==> src/hdl/tensor_monomial_shape_eval_core_macros.svh <==
// ----------------------------------------------------------------------------
// Assertion macros for the shape evaluator
// Concurrent assertion wrappers clocked on clk and disabled during reset.
// ----------------------------------------------------------------------------
`ifndef TENSOR_MONOMIAL_SHAPE_EVAL_CORE_MACROS_SVH
`define TENSOR_MONOMIAL_SHAPE_EVAL_CORE_MACROS_SVH
`ifndef ASSERT_OFF
`define TMSE_ASSERT(lbl, prop) \
  lbl: assert property (@(posedge clk) disable iff (!rst_n) (prop)) \
    else $error("tmse assertion failed");
`define TMSE_ASSERT_IMP(lbl, ante, cons) \
  lbl: assert property (@(posedge clk) disable iff (!rst_n) (ante) |-> (cons)) \
    else $error("tmse implication failed");
`define TMSE_ASSERT_NXT(lbl, ante, cons) \
  lbl: assert property (@(posedge clk) disable iff (!rst_n) (ante) |=> (cons)) \
    else $error("tmse next-cycle check failed");
`else
`define TMSE_ASSERT(lbl, prop)
`define TMSE_ASSERT_IMP(lbl, ante, cons)
`define TMSE_ASSERT_NXT(lbl, ante, cons)
`endif
`endif

==> src/hdl/tmse_pkg.sv <==
// ----------------------------------------------------------------------------
// Shape evaluator package
// Fixed-point types, register codes and saturating arithmetic helpers.
// ----------------------------------------------------------------------------
`default_nettype none
package tmse_pkg;

  localparam int FRAC_BITS  = 16;
  localparam int MAX_DEGREE = 3;

  typedef logic signed [31:0] q_t;

  localparam q_t ONE_Q = q_t'(32'd1 << FRAC_BITS);

  localparam logic [2:0] CFG_DIMENSION     = 3'd0;
  localparam logic [2:0] CFG_DEGREE        = 3'd1;
  localparam logic [2:0] CFG_TOTAL_ORDER   = 3'd2;
  localparam logic [2:0] CFG_INVERSE_SCALE = 3'd3;
  localparam logic [2:0] CFG_CENTER_X      = 3'd4;
  localparam logic [2:0] CFG_CENTER_Y      = 3'd5;
  localparam logic [2:0] CFG_CENTER_Z      = 3'd6;

  typedef struct packed {
    logic [1:0] dimension;
    logic [1:0] degree;
    logic       total_order;
    q_t         inverse_scale;
    q_t         center_x;
    q_t         center_y;
    q_t         center_z;
  } cfg_t;

  typedef struct packed {
    logic       load;
    logic       build;
    logic [1:0] axis;
    logic [1:0] pwr;
    logic       stage1;
    logic       stage2;
    logic [1:0] ta;
    logic [1:0] tb;
    logic [1:0] tc;
    logic [5:0] idx;
    logic       last;
  } cmd_t;

  function automatic logic [1:0] eff_dim(input logic [1:0] dimension);
    return (dimension == 2'd0) ? 2'd1 : dimension;
  endfunction

  function automatic q_t mulq_sat(input logic signed [64:0] prod);
    logic signed [64:0] sh;
    sh = prod >>> FRAC_BITS;
    if (sh[64:31] == '0 || sh[64:31] == '1) begin
      return $signed(sh[31:0]);
    end else if (sh[64]) begin
      return $signed({1'b1, 31'b0});
    end else begin
      return $signed({1'b0, {31{1'b1}}});
    end
  endfunction

  function automatic q_t mulq(input q_t a, input q_t b);
    return mulq_sat(65'(a) * 65'(b));
  endfunction

  function automatic q_t scale_sat(input q_t t, input logic [1:0] p);
    logic signed [33:0] t34;
    logic signed [33:0] r;
    t34 = 34'(t);
    case (p)
      2'd2:    r = t34 <<< 1;
      2'd3:    r = t34 + (t34 <<< 1);
      default: r = t34;
    endcase
    if (r[33:31] == '0 || r[33:31] == '1) begin
      return $signed(r[31:0]);
    end else if (r[33]) begin
      return $signed({1'b1, 31'b0});
    end else begin
      return $signed({1'b0, {31{1'b1}}});
    end
  endfunction

endpackage
`default_nettype wire

==> src/hdl/tmse_ctrl.sv <==
// ----------------------------------------------------------------------------
// Shape evaluator controller
// Sequences table build, walks the basis ordering and runs the handshakes.
// ----------------------------------------------------------------------------
`default_nettype none
`include "tensor_monomial_shape_eval_core_macros.svh"
module tmse_ctrl
  import tmse_pkg::*;
(
  input  wire logic clk,
  input  wire logic rst_n,
  input  wire cfg_t cfg,
  input  wire logic in_valid,
  output logic      in_ready,
  output logic      out_valid,
  input  wire logic out_ready,
  output cmd_t      cmd
);

  localparam logic [2:0] S_IDLE  = 3'd0;
  localparam logic [2:0] S_BUILD = 3'd1;
  localparam logic [2:0] S_TERM1 = 3'd2;
  localparam logic [2:0] S_TERM2 = 3'd3;
  localparam logic [2:0] S_OUT   = 3'd4;

  localparam logic [1:0] PH_LOW  = 2'd0;
  localparam logic [1:0] PH_HIGH = 2'd1;
  localparam logic [1:0] PH_DIAG = 2'd2;

  logic [2:0] state_r, state_nxt;
  logic [1:0] axis_r, axis_nxt;
  logic [1:0] pwr_r, pwr_nxt;
  logic [1:0] gi_r, gi_nxt, gj_r, gj_nxt, gk_r, gk_nxt;
  logic [1:0] phase_r, phase_nxt;
  logic [5:0] k_r, k_nxt;
  logic       out_valid_r, out_valid_nxt;
  logic       last_r, last_nxt;

  logic [1:0] dim, deg;
  logic       tot;
  logic [1:0] g_a, g_b, g_c;
  logic [1:0] l_a, l_b, l_c;
  logic       final_term;
  logic [3:0] sum2, sum3;
  logic       k_adv, j_adv;

  always_comb begin
    dim  = eff_dim(cfg.dimension);
    deg  = cfg.degree;
    tot  = cfg.total_order;
    sum2 = {2'b00, gi_r} + {2'b00, gj_r};
    sum3 = sum2 + {2'b00, gk_r};
    k_adv = (gk_r < deg) && (!tot || sum3 < {2'b00, deg});
    j_adv = (gj_r < deg) && (!tot || sum2 < {2'b00, deg});
    gi_nxt = gi_r;
    gj_nxt = gj_r;
    gk_nxt = gk_r;
    phase_nxt = phase_r;
    g_a = gi_r;
    g_b = 2'd0;
    g_c = 2'd0;
    final_term = (gi_r == deg);
    l_a = deg;
    l_b = (tot) ? 2'd0 : deg;
    l_c = (tot || dim == 2'd2) ? 2'd0 : deg;
    unique case (dim)
      2'd2: begin
        if (tot) begin
          g_a = gj_r;
          g_b = gi_r - gj_r;
          final_term = (gi_r == deg) && (gj_r == gi_r);
          if (gj_r == gi_r) begin
            gi_nxt = gi_r + 2'd1;
            gj_nxt = 2'd0;
          end else begin
            gj_nxt = gj_r + 2'd1;
          end
        end else begin
          final_term = (phase_r == PH_DIAG) && (gi_r == deg);
          case (phase_r)
            PH_LOW: begin
              g_a = gj_r;
              g_b = gi_r;
              if (gj_r == gi_r - 2'd1) begin
                phase_nxt = PH_HIGH;
                gj_nxt = 2'd0;
              end else begin
                gj_nxt = gj_r + 2'd1;
              end
            end
            PH_HIGH: begin
              g_a = gi_r;
              g_b = gj_r;
              if (gj_r == gi_r - 2'd1) begin
                phase_nxt = PH_DIAG;
              end else begin
                gj_nxt = gj_r + 2'd1;
              end
            end
            default: begin
              g_a = gi_r;
              g_b = gi_r;
              gi_nxt = gi_r + 2'd1;
              gj_nxt = 2'd0;
              phase_nxt = PH_LOW;
            end
          endcase
        end
      end
      2'd3: begin
        g_b = gj_r;
        g_c = gk_r;
        final_term = !k_adv && !j_adv && (gi_r == deg);
        if (k_adv) begin
          gk_nxt = gk_r + 2'd1;
        end else if (j_adv) begin
          gk_nxt = 2'd0;
          gj_nxt = gj_r + 2'd1;
        end else begin
          gk_nxt = 2'd0;
          gj_nxt = 2'd0;
          gi_nxt = gi_r + 2'd1;
        end
      end
      default: begin
        gi_nxt = gi_r + 2'd1;
      end
    endcase
  end

  always_comb begin
    state_nxt     = state_r;
    axis_nxt      = axis_r;
    pwr_nxt       = pwr_r;
    k_nxt         = k_r;
    out_valid_nxt = out_valid_r;
    last_nxt      = last_r;
    cmd        = '0;
    cmd.axis   = axis_r;
    cmd.pwr    = pwr_r;
    cmd.idx    = k_r;
    cmd.last   = final_term;
    if (dim != 2'd1 && k_r == 6'd0) begin
      cmd.ta = l_a;
      cmd.tb = l_b;
      cmd.tc = l_c;
    end else if (dim != 2'd1 && final_term) begin
      cmd.ta = 2'd0;
      cmd.tb = 2'd0;
      cmd.tc = 2'd0;
    end else begin
      cmd.ta = g_a;
      cmd.tb = g_b;
      cmd.tc = g_c;
    end
    unique case (state_r)
      S_IDLE: begin
        if (in_valid) begin
          cmd.load  = 1'b1;
          state_nxt = S_BUILD;
          axis_nxt  = 2'd0;
          pwr_nxt   = 2'd0;
          k_nxt     = 6'd0;
        end
      end
      S_BUILD: begin
        cmd.build = 1'b1;
        if (pwr_r == deg) begin
          pwr_nxt = 2'd0;
          if (axis_r == 2'd2) begin
            state_nxt = S_TERM1;
          end else begin
            axis_nxt = axis_r + 2'd1;
          end
        end else begin
          pwr_nxt = pwr_r + 2'd1;
        end
      end
      S_TERM1: begin
        cmd.stage1 = 1'b1;
        state_nxt  = S_TERM2;
      end
      S_TERM2: begin
        cmd.stage2    = 1'b1;
        out_valid_nxt = 1'b1;
        last_nxt      = final_term;
        k_nxt         = k_r + 6'd1;
        state_nxt     = S_OUT;
      end
      S_OUT: begin
        if (out_ready) begin
          out_valid_nxt = 1'b0;
          state_nxt     = last_r ? S_IDLE : S_TERM1;
        end
      end
      default: begin
        state_nxt = S_IDLE;
      end
    endcase
  end

  always_ff @(posedge clk) begin
    if (!rst_n) begin
      state_r     <= S_IDLE;
      axis_r      <= 2'd0;
      pwr_r       <= 2'd0;
      gi_r        <= 2'd0;
      gj_r        <= 2'd0;
      gk_r        <= 2'd0;
      phase_r     <= PH_DIAG;
      k_r         <= 6'd0;
      out_valid_r <= 1'b0;
      last_r      <= 1'b0;
    end else begin
      state_r     <= state_nxt;
      axis_r      <= axis_nxt;
      pwr_r       <= pwr_nxt;
      k_r         <= k_nxt;
      out_valid_r <= out_valid_nxt;
      last_r      <= last_nxt;
      if (state_r == S_IDLE) begin
        gi_r    <= 2'd0;
        gj_r    <= 2'd0;
        gk_r    <= 2'd0;
        phase_r <= PH_DIAG;
      end else if (state_r == S_TERM2) begin
        gi_r    <= gi_nxt;
        gj_r    <= gj_nxt;
        gk_r    <= gk_nxt;
        phase_r <= phase_nxt;
      end
    end
  end

  assign in_ready  = (state_r == S_IDLE);
  assign out_valid = out_valid_r;

  `TMSE_ASSERT(a_ready_excl, !(in_ready && out_valid))
  `TMSE_ASSERT_IMP(a_term_range, state_r == S_TERM1, (cmd.ta <= deg) && (cmd.tb <= deg) && (cmd.tc <= deg))
  `TMSE_ASSERT_NXT(a_result_follows, state_r == S_TERM2, out_valid)
  `TMSE_ASSERT_NXT(a_last_frees, out_valid && out_ready && last_r, in_ready)

endmodule
`default_nettype wire

==> config.mk <==
export PLATFORM = sky130hd
export DESIGN_NAME = tmse_ctrl
export DESIGN_NICKNAME = d
export VERILOG_FILES = /design/src/hdl/tmse_pkg.sv /design/src/hdl/tmse_ctrl.sv
export VERILOG_INCLUDE_DIRS = /design/src /design/src/hdl
export SDC_FILE = /design/constraint.sdc
export NUM_CORES = 1
export LEC_CHECK = 0
export ABC_CLOCK_PERIOD_IN_PS = 5320
export BUFFER_PORTS_ARGS = -buffer_cell sky130_fd_sc_hd__buf_2
export CORE_ASPECT_RATIO = 0.8
export CORE_MARGIN = 10
export CORE_UTILIZATION = 29
export DETAILED_ROUTE_END_ITERATION = 7
export PLACE_DENSITY = 0.68
export SYNTH_ARGS = -nofsm -noshare
export SYNTH_HDL_FRONTEND = slang
export SYNTH_SLANG_ARGS = --single-unit
==> constraint.sdc <==
create_clock -name clk -period 5.32 [get_ports clk]
set_input_delay 0.532 -clock clk [delete_from_list [all_inputs] [get_ports clk]]
set_output_delay 0.532 -clock clk [all_outputs]
set_load 0.02 [all_outputs]
==> qor.csv, run 1 <==
stage,metric,value,unit
drt,Vias,1689,
timing,fin. max-slew vios,0,
floorplanning,# rows,25,
clock_tree,Clock Tree Root,clkbuf_8,
worst_setup_path,crit-path max FO,6,
place,DP Cell Count,326,
timing,f_max,224,MHz
logic_synthesis,syn nets,372,
floorplanning,Die H,89.3,µm
floorplanning,# IOs,160,
logic_synthesis,Yosys warnings,0,
logic_synthesis,adder-cell share of the synthesized area,10.9,%
timing,hold slack,471,ps
finish,Final Core Density,34.2,%
drt,Routed Antenna Nets,0,
power,pwr dens,172,nW/µm²
floorplanning,Die X,107,µm
drt,drt drc,0,
timing,Slew HR,58.8,%
worst_setup_path,Setup CP Type,reg -> out,
power,total power,346,µW
timing,Final Skew,1.41,ps
timing,final setup fails,0,
timing,Worst-Margin Slew,608,ps
clock_tree,Resize count post-CTS,0,
clock_tree,clk sinks,23,
clock_tree,TritonCTS buffer count,3,
worst_setup_path,crit path launch type,flip-flop,
worst_setup_path,FF-to-FF path depth,11,
worst_setup_path,"Data arrival, critical path",3940,ps
clock_tree,clock transition at the registers of the reported paths,80,ps
logic_synthesis,Post-Syn Instances,221,
timing,Setup TNS,0,ps
finish,"commonest non-fill, non-tap cell in the layout",buf_2,
logic_synthesis,Mapped Avg Cell Area,7.88,µm²
floorplanning,Core Box Area,5880,µm²
drt,Iteration-0 DRC Markers,81,
flow_run,MaxCap Viol Count,0,
global_route,largest net degree at the start of global routing,18,
clock_tree,number of H-tree branching levels,1,
finish,Finished Layout Cells,330,
global_route,Global Route Usage Sum,9.28,%
global_route,antenna violations before repair,0,
logic_synthesis,Main synth FF type,dfxtp_1,
finish,synthesis-to-layout area growth,15.4,%
worst_hold_path,hold depth,2,
finish,ant diodes,0,
worst_setup_path,Worst Path Required,4790,ps
power,peak supply drop,0.0811,mV
global_route,GRT Residual Overflow,0,
logic_synthesis,mux cell area share after synthesis,4.09,%
drt,1st-pass router iterations,4,
logic_synthesis,Post-Syn Area,1740,µm²
clock_tree,number of setup buffers added after CTS,0,
clock_tree,hold buffers post-CTS,0,
global_route,global-route wire length before repair,7330,µm
floorplanning,Die ar.,9530,µm²
logic_synthesis,Synth Area in XOR/XNOR,4.38,%
clock_tree,Worst-Skew Late Latency,260,ps
finish,nets,401,
status,status,completed,
drt,total routed wirelength,4420,µm
logic_synthesis,sequential fraction of the synthesis area,26.4,%
timing,endpoints failing hold,0,
timing,RSZ-0062 raised after global routing,no,
logic_synthesis,"EDFF count, synth",0,
logic_synthesis,Synth Area in Compound Gates,22.1,%
logic_synthesis,simple-gate share of the synthesized area,27.4,%
clock_tree,clock buffer depth,2,
timing,fraction of the cycle the final worst path needs,84.0,%
finish,most frequent cells in the layout,"buf_2 (31), nand2_1 (24), dfxtp_1 (23)",
drt,vias per inst,5.12,
place,gpl congestion,0.850,
power,Leak Pwr,0.000887,µW
drt,WL/cell,13.4,µm
logic_synthesis,Post-synth ARST share,0,%
place,I/O Buffers,31,
logic_synthesis,post-synthesis register bit count,23,
place,post-DP HPWL,3470,µm
finish,layout cells sized above 1,18.1,%
worst_setup_path,crit end category,output port,
timing,min cycle time layout,4470,ps
logic_synthesis,largest family of logic cells by synthesized area,simple AND/OR/NAND/NOR gates,
clock_tree,CTS tree,done,
global_route,vias in the first global route,1577,
worst_hold_path,Hold Crit Class,reg -> reg,
logic_synthesis,Yosys cell types,55,
floorplanning,Initial Util,29.6,%
## registers in the layout, summed over array words and instances (netlist names)
name       count
state_r        3
gk_r           2
gi_r           2
out_valid      1
axis_r         2
pwr_r          2
gj_r           2
last_r         1
phase_r        2
k_r            6
## cell usage after synthesis (all sizes together) (3+ instances only)
cell / count / share of area (%)
nand2: 24 / 5.2
dfxtp: 23 / 26
nor2: 20 / 4.3
a21oi: 15 / 4.3
o21ai: 14 / 4.0
ha: 12 / 8.6
inv: 12 / 2.6
nand3: 11 / 3.2
nand2b: 8 / 2.9
mux2i: 6 / 3.4
and2: 5 / 1.9
nor2b: 5 / 1.8
a21boi: 4 / 1.7
buf: 4 / 1.2
nor3b: 4 / 1.7
o31ai: 4 / 1.7
xor2: 4 / 2.0
and3: 3 / 1.1
clkbuf: 3 / 0.65
nor3: 3 / 0.86
o211ai: 3 / 1.3
## final cells by class
class	instances	area (µm²)
Sequential cell	23	460
Inverter	13	48.8
Timing Repair Buffer	31	155
Tap cell	81	101
Multi-Input combinational cell	178	1200
Clock buffer	4	45.0
Fill cell	636	3870
## metal layers
layer | global-route usage, % | share of wire, %
met5 | 0 | 0
met3 | 4.18 | 9.6
met2 | 14.7 | 44
met4 | 1.35 | 0.32
met1 | 11.6 | 46
## report_power, final
group          switching [µW]  internal [µW]  total, µW
logic                    40.2           20.9       61.1
registers                2.75            174        177
clock network            54.5           53.4        108
total                    97.5            248        346
## critical path, stage by stage, from the launching register on
cell and delay [ps]:
dfxtp_1 480, inv_1 140, ha_1 370, inv_1 160
ha_1 210, fa_1 440, ha_1 290, a221oi_1 490
o2111ai_2 250, o311ai_1 230, nor2_1 120, o31ai_1 270
buf_2 210
## logic make-up after synthesis
family / count (synthesis)
compound gates: 57
xor+xnor: 7
fa+ha+maj: 14
buf+inv: 20
flops: 23
mux: 7
simple gates: 93
## through the flow
stage | setup WS [ps] | instance area [µm²]
final | 853 | 2010
after detailed placement | 1220 | 1970
after global placement | 1320 | 1970
after CTS | 921 | 2010
after floorplan | 1520 | 1740
after global routing | 559 | 2010
## worst paths after layout
check	startpoint	end	slack, ps
worst max register to register	gi_r[0]	last_r	1830
worst min-delay path	out_valid	out_valid	470
worst max-delay path	gi_r[0]	cmd[11]	850
worst min register to register	out_valid	out_valid	470
No activity file was read; power rests on OpenSTA's default activity.
==> run 2: changes to the inputs <==
--- a/config.mk
+++ b/config.mk
@@ -6,13 +6,14 @@
 export SDC_FILE = /design/constraint.sdc
 export NUM_CORES = 1
 export LEC_CHECK = 0
-export ABC_CLOCK_PERIOD_IN_PS = 5320
+export ABC_AREA = 1
+export ABC_CLOCK_PERIOD_IN_PS = 4100
 export BUFFER_PORTS_ARGS = -buffer_cell sky130_fd_sc_hd__buf_2
 export CORE_ASPECT_RATIO = 0.8
 export CORE_MARGIN = 10
 export CORE_UTILIZATION = 29
 export DETAILED_ROUTE_END_ITERATION = 7
-export PLACE_DENSITY = 0.68
+export PLACE_DENSITY = 0.7
 export SYNTH_ARGS = -nofsm -noshare
 export SYNTH_HDL_FRONTEND = slang
 export SYNTH_SLANG_ARGS = --single-unit
==> constraint.sdc (replaced) <==
create_clock -name clk -period 4.1 [get_ports clk]
set_input_delay 0.41 -clock clk [delete_from_list [all_inputs] [get_ports clk]]
set_output_delay 0.41 -clock clk [all_outputs]
set_load 0.02 [all_outputs]
==> qor.csv, run 2 <==
stage,metric,value,unit,change
clock_tree,number of setup buffers added after CTS,0,,unchanged
place,I/O Buffers,31,,unchanged
global_route,Global Route Usage Sum,10.4,%,was 9.28%
finish,FILL cells,642,,was 636
worst_setup_path,"Critical Path, Cell by Cell",ha_1 -> fa_1 -> fa_1 -> ha_1 -> a21oi_1 -> nand2_1 -> nand2_2 -> nand2_1 -> nand2_1 -> nand2_1 -> nand2_1 -> inv_2 -> o21ai_1 -> buf_2,,was inv_1 -> ha_1 -> inv_1 -> ha_1 -> fa_1 -> ha_1 -> a221oi_1 -> o2111ai_2 -> o311ai_1 -> nor2_1 -> o31ai_1 -> buf_2
logic_synthesis,Post-Syn Area,1840,µm²,was 1740 µm²
clock_tree,TritonCTS buffer count,3,,unchanged
floorplanning,Die ar.,9950,µm²,was 9530 µm²
worst_setup_path,CP max stage cell,fa_1,,was a221oi_1
logic_synthesis,commonest cells in the netlist,"nand2_1 (64), inv_1 (30), dfxtp_1 (23), a21oi_1 (21), nor2_1 (20)",,"was nand2_1 (24), dfxtp_1 (23), nor2_1 (20), a21oi_1 (15), o21ai_0 (14)"
drt,Vias,1904,,was 1689
timing,Setup TNS,0,ps,unchanged
finish,biggest regs,"k_r x6, state_r x3",,unchanged
place,Place WS,735,ps,was 1220 ps
worst_hold_path,hold depth,4,,was 2
power,Leak Pwr,0.00102,µW,was 0.000887 µW
drt,drt drc,0,,unchanged
logic_synthesis,Main synth FF type,dfxtp_1,,unchanged
logic_synthesis,Post-Syn Instances,278,,was 221
drt,WL/cell,12.6,µm,was 13.4 µm
logic_synthesis,Post-synth ARST share,0,%,unchanged
floorplanning,Die H,91.3,µm,was 89.3 µm
timing,fin worst setup slack,381,ps,was 853 ps
timing,min cycle time layout,3720,ps,
drt,1st-pass router iterations,4,,unchanged
status,status,completed,,unchanged
finish,Largest Register,k_r,,unchanged
place,post-DP HPWL,3960,µm,was 3470 µm
clock_tree,Clock Tree Root,clkbuf_8,,unchanged
worst_setup_path,crit path to,cmd[7],,was cmd[11]
clock_tree,clock buffer depth,2,,unchanged
timing,fraction of the cycle the final worst path needs,90.7,%,
timing,Worst-Margin Slew,422,ps,was 608 ps
worst_setup_path,Setup CP Type,reg -> out,,unchanged
timing,f_max,269,MHz,
worst_hold_path,Hold Crit Class,in -> reg,,was reg -> reg
logic_synthesis,"EDFF count, synth",0,,unchanged
finish,nets,462,,was 401
drt,Routed Antenna Nets,0,,unchanged
logic_synthesis,top cell type by total area after synthesis,dfxtp_1,,unchanged
logic_synthesis,sequential fraction of the synthesis area,25.0,%,was 26.4%
finish,max reg flops,6,,unchanged
timing,Final Skew,7.37,ps,was 1.41 ps
finish,synthesis-to-layout area growth,15.4,%,about the same
floorplanning,# rows,25,,unchanged
floorplanning,Die X,109,µm,was 107 µm
timing,RSZ-0062 raised after global routing,no,,unchanged
global_route,largest net degree at the start of global routing,13,,was 18
worst_setup_path,"Data arrival, critical path",3310,ps,was 3940 ps
finish,"commonest non-fill, non-tap cell in the layout",nand2_1,,was buf_2
power,peak supply drop,0.155,mV,was 0.0811 mV
clock_tree,hold buffers post-CTS,0,,unchanged
place,placed cell areas,2080,µm²,was 1970 µm²
logic_synthesis,post-synthesis register bit count,23,,unchanged
global_route,antenna violations before repair,0,,unchanged
timing,Slew HR,71.6,%,was 58.8%
worst_setup_path,crit path launch type,flip-flop,,unchanged
clock_tree,Resize count post-CTS,0,,unchanged
timing,fin. max-slew vios,0,,unchanged
timing,endpoints failing hold,0,,unchanged
worst_setup_path,r2r setup slk,1210,ps,was 1830 ps
global_route,GRT Residual Overflow,0,,unchanged
power,pwr dens,358,nW/µm²,was 172 nW/µm²
logic_synthesis,syn nets,429,,was 372
finish,most frequent cells in the layout,"nand2_1 (64), buf_2 (31), inv_1 (30)",,"was buf_2 (31), nand2_1 (24), dfxtp_1 (23)"
finish,Final Core Density,35.2,%,was 34.2%
finish,layout cells sized above 1,21.9,%,was 18.1%
drt,Iteration-0 DRC Markers,122,,was 81
drt,vias per inst,4.87,,was 5.12
worst_setup_path,Critical Path Most Common Cell,nand2_1,,was ha_1
clock_tree,clk sinks,23,,unchanged
worst_setup_path,FF-to-FF End,gi_r[1],,was last_r
logic_synthesis,Yosys warnings,0,,unchanged
clock_tree,CTS tree,done,,unchanged
logic_synthesis,Mapped Avg Cell Area,6.62,µm²,was 7.88 µm²
worst_setup_path,"logic depth of the worst path, buffers included",14,,was 12
drt,total routed wirelength,4940,µm,was 4420 µm
floorplanning,# IOs,160,,unchanged
floorplanning,Initial Util,30.5,%,was 29.6%
worst_setup_path,Worst Path Required,3690,ps,was 4790 ps
clock_tree,clock transition at the registers of the reported paths,80,ps,about the same
worst_setup_path,Crit path max-delay family,adder cells,,unchanged
worst_setup_path,reg-to-reg startpoint,gj_r[0],,was gi_r[0]
worst_setup_path,Critical Path Start,gj_r[0],,was gi_r[0]
logic_synthesis,top-count cell post-synth,nand2_1,,unchanged
finish,ant diodes,0,,unchanged
worst_setup_path,"Largest stage delay, worst path",500,ps,was 490 ps
finish,post-route cell area,2120,µm²,was 2010 µm²
global_route,global-route wire length before repair,8760,µm,was 7330 µm
clock_tree,Worst-Skew Late Latency,270,ps,was 260 ps
logic_synthesis,Synth area leaders,"dfxtp_1 (25%), nand2_1 (13%), ha_1 (8.2%), inv_1 (6.1%), a21oi_1 (5.7%)",,"was dfxtp_1 (26%), ha_1 (8.6%), nand2_1 (5.2%), a21oi_1 (4.3%), nor2_1 (4.3%)"
floorplanning,Core Box Area,6040,µm²,was 5880 µm²
worst_setup_path,FF-to-FF path depth,14,,was 11
flow_run,MaxCap Viol Count,0,,unchanged
timing,final setup fails,0,,unchanged
clock_tree,number of H-tree branching levels,1,,unchanged
place,gpl congestion,0.903,,was 0.850
worst_setup_path,Bufs and invs on worst path,2,,was 3
global_route,vias in the first global route,1875,,was 1577
logic_synthesis,Synth top area share,25.0,%,was 26.4%
worst_setup_path,crit-path max FO,6,,unchanged
worst_setup_path,crit end category,output port,,unchanged
logic_synthesis,Yosys cell types,37,,was 55
-- run 2: layer usage --
layer  share of wire [%]  GRT usage [%]
met4                0.28           1.10
met2                  44           16.8
met1                  46           13.6
met5                   0              0
met3                 9.6           3.39
-- run 2: worst reg2reg max path: stages (launching register included) --
cell and delay [ps]:
dfxtp_1 490, ha_1 220, fa_1 480, fa_1 500, ha_1 290, a21oi_1 150, nand2_1 80, nand2_2 60
nand2_1 70, nand2_1 70, nand2_1 100, nand2_1 120, nand2_1 60, nand2_1 50, nor2_1 40
-- run 2: worst min-delay path by stage --
stage | end | from | slack, ps
after global placement | out_valid | out_valid | 470
final | state_r[2] | out_ready | 440
after CTS | state_r[2] | out_ready | 430
after detailed placement | out_valid | out_valid | 470
after floorplan | phase_r[0] | phase_r[0] | 470
after global routing | k_r[0] | rst_n | 450
-- run 2: cell families after synthesis --
family	share of synthesized area [%]
AO/OA/AOI/OAI	20.1
AND/OR/NAND/NOR	33.5
buffers and inverters	10.5
adder cells (fa/ha/maj)	10.3
XOR/XNOR	0.476
flip-flops	25.0
-- run 2: area by class of cell --
type	count	area, µm²	area share, %
clock buffer	4	45.0	2.12
inverter	45	169	7.95
multi-input combinational	206	1190	55.8
sequential	23	460	21.7
tap	81	101	4.77
timing repair buffer	32	163	7.66
-- run 2: report_power, final --
part           switching, µW  internal (µW)
Combinational            235            111
Sequential              23.2            245
Clock                   77.1           69.5
-- run 2: through the flow --
stage	total power, µW	cells	hold slack, ps
global placement	612	387	468
floorplan	531	278	470
finish	761	391	438
CTS	769	391	428
detailed placement	618	387	474
global route	822	391	450
